===== config.mk =====
export PLATFORM = sky130hd
export DESIGN_NAME = button_and_encoder_poller_core
export DESIGN_NICKNAME = d
export VERILOG_FILES = /design/src/rtl/core/bep_pkg.sv /design/src/rtl/core/button_and_encoder_poller_core.sv /design/src/rtl/core/bep_poll.sv /design/src/rtl/core/bep_emit.sv
export SDC_FILE = /design/constraint.sdc
export NUM_CORES = 1
export LEC_CHECK = 0
export ABC_AREA = 0
export BUFFER_PORTS_ARGS = -buffer_cell sky130_fd_sc_hd__buf_2
export CORE_MARGIN = 1.5
export CORE_UTILIZATION = 50
export DETAILED_ROUTE_END_ITERATION = 8
export GPL_TIMING_DRIVEN = 0
export PLACE_DENSITY = 0.66
export SLEW_MARGIN = 15
export SYNTH_ARGS = -nofsm -noshare
export SYNTH_HDL_FRONTEND = slang
export SYNTH_SLANG_ARGS = --single-unit
export TNS_END_PERCENT = 1

===== constraint.sdc =====
create_clock -name clk -period 9.3 [get_ports clk]
set_input_delay 1.86 -clock clk [delete_from_list [all_inputs] [get_ports clk]]
set_output_delay 1.86 -clock clk [all_outputs]
set_load 0.01 [all_outputs]

===== src/rtl/core/bep_pkg.sv =====
// Shared types and constants for the button and encoder poller.
// Used by bep_poll, bep_emit and button_and_encoder_poller_core; no dependencies.
package bep_pkg;

  localparam int NUM_BUTTONS_DEF  = 8;
  localparam int NUM_ENCODERS_DEF = 2;
  localparam int SPEED_MAX_DEF    = 1023;

  // Fixed field widths
  localparam int BUTTON_W  = 8;
  localparam int PHASE_W   = 2;
  localparam int STEP_W    = 9;
  localparam int SRC_W     = 3;
  localparam int TICK_W    = 16;
  localparam int HOLD_W    = 8;
  localparam int INCR_W    = 8;
  localparam int CFG_IDX_W = 3;
  localparam int CFG_DAT_W = 16;

  // Speed is divided by four to give the step magnitude
  localparam int SPEED_SHIFT = 2;
  localparam int STEP_MAG_MAX = 255;

  // Register indexes
  localparam logic [CFG_IDX_W-1:0] REG_KEY_POLL_LIMIT     = 3'd0;
  localparam logic [CFG_IDX_W-1:0] REG_ENCODER_POLL_LIMIT = 3'd1;
  localparam logic [CFG_IDX_W-1:0] REG_HOLD_POLLS         = 3'd2;
  localparam logic [CFG_IDX_W-1:0] REG_SPEED_INCREMENT    = 3'd3;
  localparam logic [CFG_IDX_W-1:0] REG_BUTTONS_IN_USE     = 3'd4;
  localparam logic [CFG_IDX_W-1:0] REG_ENCODERS_IN_USE    = 3'd5;

  // Register reset values
  localparam logic [TICK_W-1:0] KEY_POLL_LIMIT_RST     = 16'd100;
  localparam logic [TICK_W-1:0] ENCODER_POLL_LIMIT_RST = 16'd10;
  localparam logic [HOLD_W-1:0] HOLD_POLLS_RST         = 8'd50;
  localparam logic [INCR_W-1:0] SPEED_INCREMENT_RST    = 8'd5;

  typedef enum logic [1:0] {
    EV_KEY_DOWN  = 2'd0,
    EV_KEY_UP    = 2'd1,
    EV_ENC_MOVE  = 2'd2
  } kind_t;

  typedef struct packed {
    logic [TICK_W-1:0] key_poll_limit;
    logic [TICK_W-1:0] encoder_poll_limit;
    logic [HOLD_W-1:0] hold_polls;
    logic [INCR_W-1:0] speed_increment;
    logic [3:0]        buttons_in_use;
    logic [1:0]        encoders_in_use;
  } cfg_t;

endpackage


===== src/rtl/core/button_and_encoder_poller_core.sv =====
// Top level of the button and rotary encoder poller.
// Depends on bep_pkg, bep_poll and bep_emit.
//
// Usage:
//   Each transaction on the item channel (item_valid / item_stall) is one
//   timer tick with sampled button and encoder pin levels. The block polls
//   the buttons and encoders when their tick counters pass their limits and
//   sends the resulting events on the event channel (event_valid /
//   event_stall), one per transaction, last_of_tick set on the final event
//   of a tick. A tick that causes no event produces no transaction.
//   Configuration registers are written over cfg_valid / cfg_ready with
//   cfg_index and cfg_data; cfg_ready is always high. Write only while idle.
// Flow:
//   The events of an accepted tick pass from the pending register to the
//   single result register, which sends one event a cycle while event_stall is
//   low; the next tick is accepted as the last event of a tick is sent, and
//   ticks without events are accepted every cycle.
// Reset (rst, synchronous) restores register defaults, clears all counters,
//   button and encoder state, sets speeds to one and drops pending events.
// While event_stall is high the current event holds and item_stall rises as
//   soon as events of the accepted tick are still waiting.
module button_and_encoder_poller_core #(
  parameter int NUM_BUTTONS  = bep_pkg::NUM_BUTTONS_DEF,
  parameter int NUM_ENCODERS = bep_pkg::NUM_ENCODERS_DEF,
  parameter int SPEED_MAX    = bep_pkg::SPEED_MAX_DEF
) (
  input  logic                              clk,
  input  logic                              rst,
  input  logic                              cfg_valid,
  output logic                              cfg_ready,
  input  logic [bep_pkg::CFG_IDX_W-1:0]     cfg_index,
  input  logic [bep_pkg::CFG_DAT_W-1:0]     cfg_data,
  input  logic                              item_valid,
  output logic                              item_stall,
  input  logic [bep_pkg::BUTTON_W-1:0]      button_levels,
  input  logic [bep_pkg::PHASE_W-1:0]       phase_a_levels,
  input  logic [bep_pkg::PHASE_W-1:0]       phase_b_levels,
  output logic                              event_valid,
  input  logic                              event_stall,
  output logic [1:0]                        event_kind,
  output logic [bep_pkg::SRC_W-1:0]         source_index,
  output logic signed [bep_pkg::STEP_W-1:0] step,
  output logic                              last_of_tick
);

  bep_pkg::cfg_t                  cfg;
  logic                           accept;
  logic [NUM_BUTTONS-1:0]         key_hit;
  logic [NUM_BUTTONS-1:0]         key_up;
  logic [NUM_ENCODERS-1:0]        enc_hit;
  logic [NUM_ENCODERS-1:0][bep_pkg::STEP_W-1:0] enc_step;

  assign cfg_ready = 1'b1;

  always_ff @(posedge clk) begin
    if (rst) begin
      cfg.key_poll_limit     <= bep_pkg::KEY_POLL_LIMIT_RST;
      cfg.encoder_poll_limit <= bep_pkg::ENCODER_POLL_LIMIT_RST;
      cfg.hold_polls         <= bep_pkg::HOLD_POLLS_RST;
      cfg.speed_increment    <= bep_pkg::SPEED_INCREMENT_RST;
      cfg.buttons_in_use     <= '0;
      cfg.encoders_in_use    <= '0;
    end else if (cfg_valid && cfg_ready) begin
      case (cfg_index)
        bep_pkg::REG_KEY_POLL_LIMIT:     cfg.key_poll_limit     <= cfg_data;
        bep_pkg::REG_ENCODER_POLL_LIMIT: cfg.encoder_poll_limit <= cfg_data;
        bep_pkg::REG_HOLD_POLLS:         cfg.hold_polls         <= cfg_data[7:0];
        bep_pkg::REG_SPEED_INCREMENT:    cfg.speed_increment    <= cfg_data[7:0];
        bep_pkg::REG_BUTTONS_IN_USE:     cfg.buttons_in_use     <= cfg_data[3:0];
        bep_pkg::REG_ENCODERS_IN_USE:    cfg.encoders_in_use    <= cfg_data[1:0];
        default: begin
          // drop writes to unknown registers
        end
      endcase
    end
  end

  bep_poll #(
    .NUM_BUTTONS  (NUM_BUTTONS),
    .NUM_ENCODERS (NUM_ENCODERS),
    .SPEED_MAX    (SPEED_MAX)
  ) u_poll (
    .clk            (clk),
    .rst            (rst),
    .cfg            (cfg),
    .accept         (accept),
    .button_levels  (button_levels),
    .phase_a_levels (phase_a_levels),
    .phase_b_levels (phase_b_levels),
    .key_hit        (key_hit),
    .key_up         (key_up),
    .enc_hit        (enc_hit),
    .enc_step       (enc_step)
  );

  bep_emit #(
    .NUM_BUTTONS  (NUM_BUTTONS),
    .NUM_ENCODERS (NUM_ENCODERS)
  ) u_emit (
    .clk          (clk),
    .rst          (rst),
    .item_valid   (item_valid),
    .item_stall   (item_stall),
    .accept       (accept),
    .key_hit      (key_hit),
    .key_up       (key_up),
    .enc_hit      (enc_hit),
    .enc_step     (enc_step),
    .event_valid  (event_valid),
    .event_stall  (event_stall),
    .event_kind   (event_kind),
    .source_index (source_index),
    .step         (step),
    .last_of_tick (last_of_tick)
  );

endmodule


===== src/rtl/core/bep_poll.sv =====
// Poll counters, button and encoder state, and the event set of one tick.
// Depends on bep_pkg. Events are combinational from state and the tick's pins.
module bep_poll #(
  parameter int NUM_BUTTONS  = bep_pkg::NUM_BUTTONS_DEF,
  parameter int NUM_ENCODERS = bep_pkg::NUM_ENCODERS_DEF,
  parameter int SPEED_MAX    = bep_pkg::SPEED_MAX_DEF
) (
  input  logic                                   clk,
  input  logic                                   rst,
  input  bep_pkg::cfg_t                          cfg,
  input  logic                                   accept,
  input  logic [bep_pkg::BUTTON_W-1:0]           button_levels,
  input  logic [bep_pkg::PHASE_W-1:0]            phase_a_levels,
  input  logic [bep_pkg::PHASE_W-1:0]            phase_b_levels,
  output logic [NUM_BUTTONS-1:0]                 key_hit,
  output logic [NUM_BUTTONS-1:0]                 key_up,
  output logic [NUM_ENCODERS-1:0]                enc_hit,
  output logic [NUM_ENCODERS-1:0][bep_pkg::STEP_W-1:0] enc_step
);

  localparam int SW   = $clog2(SPEED_MAX + 1);
  localparam int SUMW = ((SW > bep_pkg::INCR_W) ? SW : bep_pkg::INCR_W) + 1;
  localparam int KLW  = (NUM_BUTTONS > bep_pkg::BUTTON_W) ? NUM_BUTTONS : bep_pkg::BUTTON_W;
  localparam int ELW  = (NUM_ENCODERS > bep_pkg::PHASE_W) ? NUM_ENCODERS : bep_pkg::PHASE_W;

  logic [bep_pkg::TICK_W-1:0] key_tick_count, key_tick_count_next;
  logic [bep_pkg::TICK_W-1:0] encoder_tick_count, encoder_tick_count_next;
  logic [NUM_BUTTONS-1:0]     button_down, button_down_next;
  logic [NUM_ENCODERS-1:0]    last_phase_a, last_phase_a_next;
  logic [NUM_ENCODERS-1:0]    last_phase_b, last_phase_b_next;
  logic [bep_pkg::HOLD_W-1:0] hold_count [NUM_ENCODERS];
  logic [bep_pkg::HOLD_W-1:0] hold_count_next [NUM_ENCODERS];
  logic [SW-1:0]              encoder_speed [NUM_ENCODERS];
  logic [SW-1:0]              encoder_speed_next [NUM_ENCODERS];

  logic [bep_pkg::TICK_W-1:0] key_inc, enc_inc;
  logic                       key_poll, enc_poll;
  logic [KLW-1:0]             key_lv;
  logic [ELW-1:0]             a_lv, b_lv;

  assign key_inc  = key_tick_count + 1'b1;
  assign enc_inc  = encoder_tick_count + 1'b1;
  assign key_poll = key_inc > cfg.key_poll_limit;
  assign enc_poll = enc_inc > cfg.encoder_poll_limit;
  // Pins beyond the input fields read low
  assign key_lv   = KLW'(button_levels);
  assign a_lv     = ELW'(phase_a_levels);
  assign b_lv     = ELW'(phase_b_levels);

  always_comb begin
    key_tick_count_next = key_poll ? '0 : key_inc;
    button_down_next    = button_down;
    key_hit             = '0;
    key_up              = '0;
    for (int i = 0; i < NUM_BUTTONS; i++) begin
      if (key_poll && (i < 32'(cfg.buttons_in_use))) begin
        if (key_lv[i] != button_down[i]) begin
          key_hit[i]          = 1'b1;
          key_up[i]           = !key_lv[i];
          button_down_next[i] = key_lv[i];
        end
      end
    end
  end

  always_comb begin
    logic [SUMW-1:0]            mag;
    logic [SUMW-1:0]            sum;
    logic [bep_pkg::INCR_W-1:0] mag8;
    logic [SW-1:0]              speed_t;
    logic [bep_pkg::HOLD_W-1:0] hold_t;
    logic                       move;
    mag = '0;
    sum = '0;
    mag8 = '0;
    speed_t = '0;
    hold_t = '0;
    move = 1'b0;
    encoder_tick_count_next = enc_poll ? '0 : enc_inc;
    last_phase_a_next       = last_phase_a;
    last_phase_b_next       = last_phase_b;
    enc_hit                 = '0;
    enc_step                = '0;
    for (int i = 0; i < NUM_ENCODERS; i++) begin
      hold_count_next[i]    = hold_count[i];
      encoder_speed_next[i] = encoder_speed[i];
      if (enc_poll && (i < 32'(cfg.encoders_in_use))) begin
        move = last_phase_a[i] && !a_lv[i] && !b_lv[i];
        // Magnitude is speed / 4, kept within 1 .. 255
        mag = SUMW'(encoder_speed[i] >> bep_pkg::SPEED_SHIFT);
        if (mag == '0) begin
          mag8 = 8'd1;
        end else if (mag > SUMW'(bep_pkg::STEP_MAG_MAX)) begin
          mag8 = 8'(bep_pkg::STEP_MAG_MAX);
        end else begin
          mag8 = mag[bep_pkg::INCR_W-1:0];
        end
        sum = SUMW'(encoder_speed[i]) + SUMW'(cfg.speed_increment);
        speed_t = encoder_speed[i];
        hold_t  = hold_count[i];
        if (move) begin
          enc_hit[i]  = 1'b1;
          enc_step[i] = last_phase_b[i] ? {1'b0, mag8} : 9'(-{1'b0, mag8});
          hold_t      = cfg.hold_polls;
          speed_t     = (sum > SUMW'(SPEED_MAX)) ? SW'(SPEED_MAX) : sum[SW-1:0];
        end
        last_phase_a_next[i] = a_lv[i];
        last_phase_b_next[i] = b_lv[i];
        if (hold_t != '0) begin
          hold_count_next[i]    = hold_t - 1'b1;
          encoder_speed_next[i] = speed_t;
        end else begin
          hold_count_next[i]    = '0;
          encoder_speed_next[i] = SW'(1);
        end
      end
    end
  end

  always_ff @(posedge clk) begin
    if (rst) begin
      key_tick_count     <= '0;
      encoder_tick_count <= '0;
      button_down        <= '0;
      last_phase_a       <= '0;
      last_phase_b       <= '0;
      for (int i = 0; i < NUM_ENCODERS; i++) begin
        hold_count[i]    <= '0;
        encoder_speed[i] <= SW'(1);
      end
    end else if (accept) begin
      key_tick_count     <= key_tick_count_next;
      encoder_tick_count <= encoder_tick_count_next;
      button_down        <= button_down_next;
      last_phase_a       <= last_phase_a_next;
      last_phase_b       <= last_phase_b_next;
      for (int i = 0; i < NUM_ENCODERS; i++) begin
        hold_count[i]    <= hold_count_next[i];
        encoder_speed[i] <= encoder_speed_next[i];
      end
    end
  end

endmodule


===== src/rtl/core/bep_emit.sv =====
// Pending event register of one tick and the result register that sends them out.
// Depends on bep_pkg. Events leave lowest index first, keys before encoders.
module bep_emit #(
  parameter int NUM_BUTTONS  = bep_pkg::NUM_BUTTONS_DEF,
  parameter int NUM_ENCODERS = bep_pkg::NUM_ENCODERS_DEF
) (
  input  logic                                   clk,
  input  logic                                   rst,
  input  logic                                   item_valid,
  output logic                                   item_stall,
  output logic                                   accept,
  input  logic [NUM_BUTTONS-1:0]                 key_hit,
  input  logic [NUM_BUTTONS-1:0]                 key_up,
  input  logic [NUM_ENCODERS-1:0]                enc_hit,
  input  logic [NUM_ENCODERS-1:0][bep_pkg::STEP_W-1:0] enc_step,
  output logic                                   event_valid,
  input  logic                                   event_stall,
  output logic [1:0]                             event_kind,
  output logic [bep_pkg::SRC_W-1:0]              source_index,
  output logic signed [bep_pkg::STEP_W-1:0]      step,
  output logic                                   last_of_tick
);

  localparam int PW = NUM_BUTTONS + NUM_ENCODERS;

  logic [PW-1:0]                  pend;
  logic [NUM_BUTTONS-1:0]         pend_up;
  logic [NUM_ENCODERS-1:0][bep_pkg::STEP_W-1:0] pend_step;

  logic [PW-1:0]                  sel_oh;
  logic [PW-1:0]                  rest;
  logic                           out_free;
  logic                           pop;
  bep_pkg::kind_t                 sel_kind;
  logic [bep_pkg::SRC_W-1:0]      sel_idx;
  logic [bep_pkg::STEP_W-1:0]     sel_step;

  // Lowest set bit of the pending mask
  assign sel_oh     = pend & (~pend + PW'(1));
  assign rest       = pend & ~sel_oh;
  assign out_free   = !event_valid || !event_stall;
  assign pop        = (pend != '0) && out_free;
  assign item_stall = pop ? (rest != '0) : (pend != '0);
  assign accept     = item_valid && !item_stall;

  always_comb begin
    sel_idx  = '0;
    sel_step = '0;
    sel_kind = ((pend_up & sel_oh[NUM_BUTTONS-1:0]) != '0) ? bep_pkg::EV_KEY_UP
                                                           : bep_pkg::EV_KEY_DOWN;
    for (int j = 0; j < NUM_BUTTONS; j++) begin
      if (sel_oh[j]) begin
        sel_idx = sel_idx | bep_pkg::SRC_W'(j);
      end
    end
    for (int j = 0; j < NUM_ENCODERS; j++) begin
      if (sel_oh[NUM_BUTTONS + j]) begin
        sel_kind = bep_pkg::EV_ENC_MOVE;
        sel_idx  = sel_idx | bep_pkg::SRC_W'(j);
        sel_step = sel_step | pend_step[j];
      end
    end
  end

  always_ff @(posedge clk) begin
    if (rst) begin
      pend <= '0;
    end else if (accept) begin
      pend <= {enc_hit, key_hit};
    end else if (pop) begin
      pend <= rest;
    end
  end

  always_ff @(posedge clk) begin
    if (accept) begin
      pend_up   <= key_up;
      pend_step <= enc_step;
    end
  end

  always_ff @(posedge clk) begin
    if (rst) begin
      event_valid <= 1'b0;
    end else if (out_free) begin
      event_valid <= pop;
    end
  end

  always_ff @(posedge clk) begin
    if (pop) begin
      event_kind   <= sel_kind;
      source_index <= sel_idx;
      step         <= sel_step;
      last_of_tick <= (rest == '0);
    end
  end

  a_sel_onehot: assert property (@(posedge clk) disable iff (rst) $onehot0(sel_oh))
    else $error("pending event select is not one-hot");

  a_pend_moves: assert property (@(posedge clk) disable iff (rst)
    (pend != '0) && !event_stall |=> event_valid)
    else $error("pending event did not reach the result register");

  a_load_kept: assert property (@(posedge clk) disable iff (rst)
    accept && ({enc_hit, key_hit} != '0) |=> (pend != '0) || event_valid)
    else $error("events of an accepted tick were lost");

  a_key_step: assert property (@(posedge clk) disable iff (rst)
    event_valid && (event_kind != bep_pkg::EV_ENC_MOVE) |-> (step == '0))
    else $error("key event carries a nonzero step");

  a_no_accept_busy: assert property (@(posedge clk) disable iff (rst)
    accept |-> !pop || (rest == '0))
    else $error("tick accepted while events of the previous tick remain");

endmodule

==> out/qor.log <==
INFO  run_status     status=completed
INFO  synth          syn_area=0.01023mm²
INFO  final_layout   layout_common_cells=nand2_1, a21oi_1, dfxtp_1
INFO  global_route   grt_start_max_net_pins=36
INFO  min_path       hold_start=cfg[41]
INFO  timing         fin_setup_tns=0ns
INFO  worst_setup_path end_kind=register
INFO  worst_setup_path cp_class=register to register
INFO  synth          yosys.area.top_type=edfxtp_1
INFO  worst_setup_path r2r_setup_slack=4.59ns
INFO  power          power-per-cell-area=154.3mW/mm²
INFO  global_route   overflow=0
INFO  timing         finalHoldViolCount=0
INFO  clocking       clk_pin_slew_worst_paths=0.08ns
INFO  power          share_clk_of_total_power=0.410
INFO  synth          synth-main-ff-cell=dfxtp_1
INFO  global_route   grt_antenna_before_repair=0
INFO  clocking       clk_path_buf_depth=2
INFO  final_layout   areaGrowthSynthToFinish=11.66%
INFO  timing         final.setup_skew=0.009067ns
INFO  min_path       hp-class=register to register
INFO  synth          synth_edf_count=77
INFO  worst_setup_path reg2reg_from=u_poll.encoder_tick_count[0]
INFO  worst_setup_path kind_of_cell_adding_the_most_delay_to_the_critical_path=simple AND/OR/NAND/NOR gates
INFO  timing         final_max_slew_viol_count=0
INFO  placement      detailed_place_hpwl=18490µm
INFO  power          share_comb_of_total_power=0.087
INFO  placement      gp_routability_congestion=0.8625
INFO  synth          ys_seq_elements=186
INFO  power          switchingPower=458.0µW
INFO  timing         grt_setup_unrepaired=no
INFO  final_layout   nNetsFinal=1303
INFO  synth          async_flop_share=0
INFO  power          power.share.sequential=0.503
INFO  clocking       cts-root-buf=clkbuf_16
INFO  clocking       cts_hold_repair.buffers=0
INFO  timing         fin_crit=4.714ns
INFO  placement      preCtsSetupSlack=4.620ns
INFO  power          netSwitchingFraction=0.2599
INFO  timing         finalWorstSetupSlack=4.586ns
INFO  clocking       cts_num_sinks=186
INFO  detailed_routing drcViolationCount=0
INFO  power          finalPower=1762µW
INFO  global_route   grt_use_total=0.2380
INFO  power          vdd_ir_drop_max=0.1307mV
INFO  clocking       cts.repair_timing.setup_buffer_count=0
INFO  min_path       worst_hold_path.num_cells=2
INFO  timing         tightest_slew=1.023ns
INFO  synth          synthesis.instances=1137
INFO  global_route   global_route_wire_length_before_repair=40320µm
INFO  worst_setup_path cp_data_arrival_time=4.86ns
INFO  die            dieWidth=146.0µm
INFO  clocking       cts_buffers=17
INFO  power          power.leakage=0.004369µW
INFO  final_layout   num_antenna_cells=0
INFO  timing         fmaxAchievable=0.2121GHz
INFO  placement      place.port_buffers=52
INFO  global_route   via_count_of_the_first_global_routing_pass=7729
INFO  final_layout   instances_no_fill=1492
INFO  detailed_routing routed_wl=25110µm
INFO  worst_setup_path setup.worst_path.start_class=register
INFO  die            floorplan.die.height=146.0µm
INFO  min_path       holdPathEnd=cfg[41]
INFO  final_layout   n_fill_cell=1876
INFO  synth          synth.net_count=1231
INFO  worst_setup_path critical_path.max_fanout=10
INFO  detailed_routing vias=8372
INFO  worst_setup_path worst_r2r_path_depth=15
INFO  clocking       clk-insertion-delay-late=0.44ns
INFO  synth          synth_warnings=0
INFO  synth          synth_top_cells_by_area=edfxtp_1, dfxtp_1, ha_1, a21oi_1, nand2_1
INFO  timing         timing.slew.headroom=0.3168
INFO  final_layout   layout.cells.most_common=nand2_1
INFO  worst_setup_path cp.buffers_inverters=2
INFO  timing         post-route-period-util=0.5069
INFO  placement      placedCellCount=1460
INFO  worst_setup_path critPathRequiredTime=9.44ns
INFO  detailed_routing detailedRoute.firstPassIterationCount=6
INFO  synth          syn-mean-instance-area=8.997µm²
INFO  detailed_routing drt-initial-drc-count=645
INFO  synth          ys_seq_area_frac=0.4393
INFO  final_layout   layout_cells_sized_above_1=0.09411
INFO  worst_setup_path cpPeakStageDelay=0.45ns
INFO  clocking       cts_resized=0
INFO  die            placementRows=52
INFO  clocking       tritoncts=built
INFO  die            floorplan.io_pins=54
INFO  detailed_routing via_per_inst=5.611
INFO  detailed_routing antenna_violating_nets_post_route=0
INFO  worst_setup_path cp_slowest_cell=dfxtp_1
INFO  die            dieArea=0.02133mm²
INFO  die            initial_core_util=0.5072
INFO  timing         timing.final.setup_violations=0
INFO  flow_run       maxCapViolCount=0
INFO  clocking       ctsHtreeMaxLevel=4
INFO  detailed_routing drt-wirelength-per-cell=16.83µm
INFO  power          p_int=1304µW
INFO  synth          ys_types=72
INFO  die            area_of_the_placeable_core=0.02017mm²
INFO  synth          yosysTopAreaCellShare=0.2260
INFO  worst_setup_path worstPathCellList=ha_1 -> and3_1 -> nand3_1 -> nor2b_1 -> nand2_1 -> xnor2_1 -> ha_1 -> nand4_1 -> a2111o_1 -> o211ai_1 -> and2_0 -> clkbuf_1 -> nand3_1 -> o21ai_1 -> buf_4
INFO  worst_setup_path r2r_end=u_poll.encoder_speed[0][3]
==> worst max-delay path by stage <==
stage	slack, ns	cells after the start	from	to
CTS	4.61	15	u_poll.encoder_tick_count[0]	u_poll.encoder_speed[0][3]
detailed placement	4.62	5	event_stall	item_stall
floorplan	4.98	3	event_stall	item_stall
global route	4.23	15	u_poll.encoder_tick_count[0]	u_poll.encoder_speed[0][3]
global placement	3.84	14	u_poll.encoder_tick_count[0]	u_poll.encoder_speed[0][8]
finish	4.59	15	u_poll.encoder_tick_count[0]	u_poll.encoder_speed[0][3]
==> registers in the layout (all words and copies together) (netlist names), 2 cells and up <==
signal,count
u_poll.encoder_speed,20
u_poll.encoder_tick_count,16
u_emit.step,9
u_poll.hold_count,16
u_emit.pend,10
u_emit.pend_step,18
u_poll.last_phase_b,2
u_poll.last_phase_a,2
u_poll.button_down,8
cfg,54
u_emit.event_kind,2
u_poll.key_tick_count,16
u_emit.source_index,3
u_emit.pend_up,8
==> per-layer routing <==
metal  vias up  GRT usage  share of wire
met5         -          0              0
met3        31    0.04094          0.051
met2       211     0.3726           0.44
met1      3921     0.3392           0.48
li1       4209          -              -
met4         0    0.06970          0.020
==> cells by family (layout without fill, tap and decap cells) <==
group                    count (synthesis)  count (layout)  synth area share
multiplexers                            36              36           0.03523
flip-flops                             186             186            0.4393
XOR/XNOR                                66              66           0.05651
other                                    1               1         0.0003666
AND/OR/NAND/NOR                        428             428            0.2027
buffers and inverters                  119             204           0.04660
AO/OA/AOI/OAI                          240             240            0.1438
adder cells (fa/ha/maj)                 61              61           0.07546
==> final cells by class <==
type | instances | area, µm² | area share
Clock buffer | 17 | 425.4 | 0.03724
Multi-Input combinational cell | 832 | 5263 | 0.4607
Buffer | 58 | 242.7 | 0.02125
Timing Repair Buffer | 53 | 267.8 | 0.02344
Inverter | 61 | 234.0 | 0.02048
Clock inverter | 15 | 157.7 | 0.01380
Tap cell | 270 | 337.8 | 0.02958
Sequential cell | 186 | 4494 | 0.3935
==> stage by stage <==
| stage | utilization | hold WS [ns] | instance area, µm² |
|---|---|---|---|
| after floorplan | - | 0.4363 | 10230 |
| after global placement | 0.5368 | 0.4436 | 10830 |
| after detailed placement | 0.5374 | 0.4470 | 10840 |
| after CTS | 0.5663 | 0.4565 | 11420 |
| after global routing | 0.5663 | 0.4732 | 11420 |
| final | 0.5663 | 0.4558 | 11420 |
==> worst min-delay path: cells and delay by family, from the launching register on <==
kind | cells | cell delay [ns]
AND/OR/NAND/NOR | 1 | 0.05
AO/OA/AOI/OAI | 1 | 0.05
flip-flops | 1 | 0.31
==> cell usage after synthesis (all sizes together), types with 3 or more instances <==
cell type and n:
or2 8, a221oi 3, nand2 149, a311o 3
nor3b 5, a31oi 3, o211ai 12, and2 4
xnor2 41, inv 60, and3 16, nand2b 4
nand4 19, buf 13, clkbuf 45, o32ai 3
nor4 9, a32o 3, o21a 5, nor2 91
nand3 62, ha 56, xor2 25, o31ai 15
nand4b 4, maj3 3, o21ai 28, or4 5
dfxtp 109, edfxtp 77, mux2i 36, o22ai 4
nor2b 9, nor4b 6, or3 8, o41ai 3
nor3 20, a21oi 131, a211oi 3, nand3b 5
a22o 10
==> power groups by stage <==
| stage | Sequential, µW | Combinational (µW) | Clock [µW] |
|---|---|---|---|
| after floorplan | 898 | 104 | 0 |
| after global placement | 903 | 147 | 0 |
| after detailed placement | 904 | 150 | 0 |
| after CTS | 885 | 152 | 732 |
| after global routing | 888 | 170 | 766 |
| final | 886 | 153 | 723 |
(Power assumes the default switching activity.)
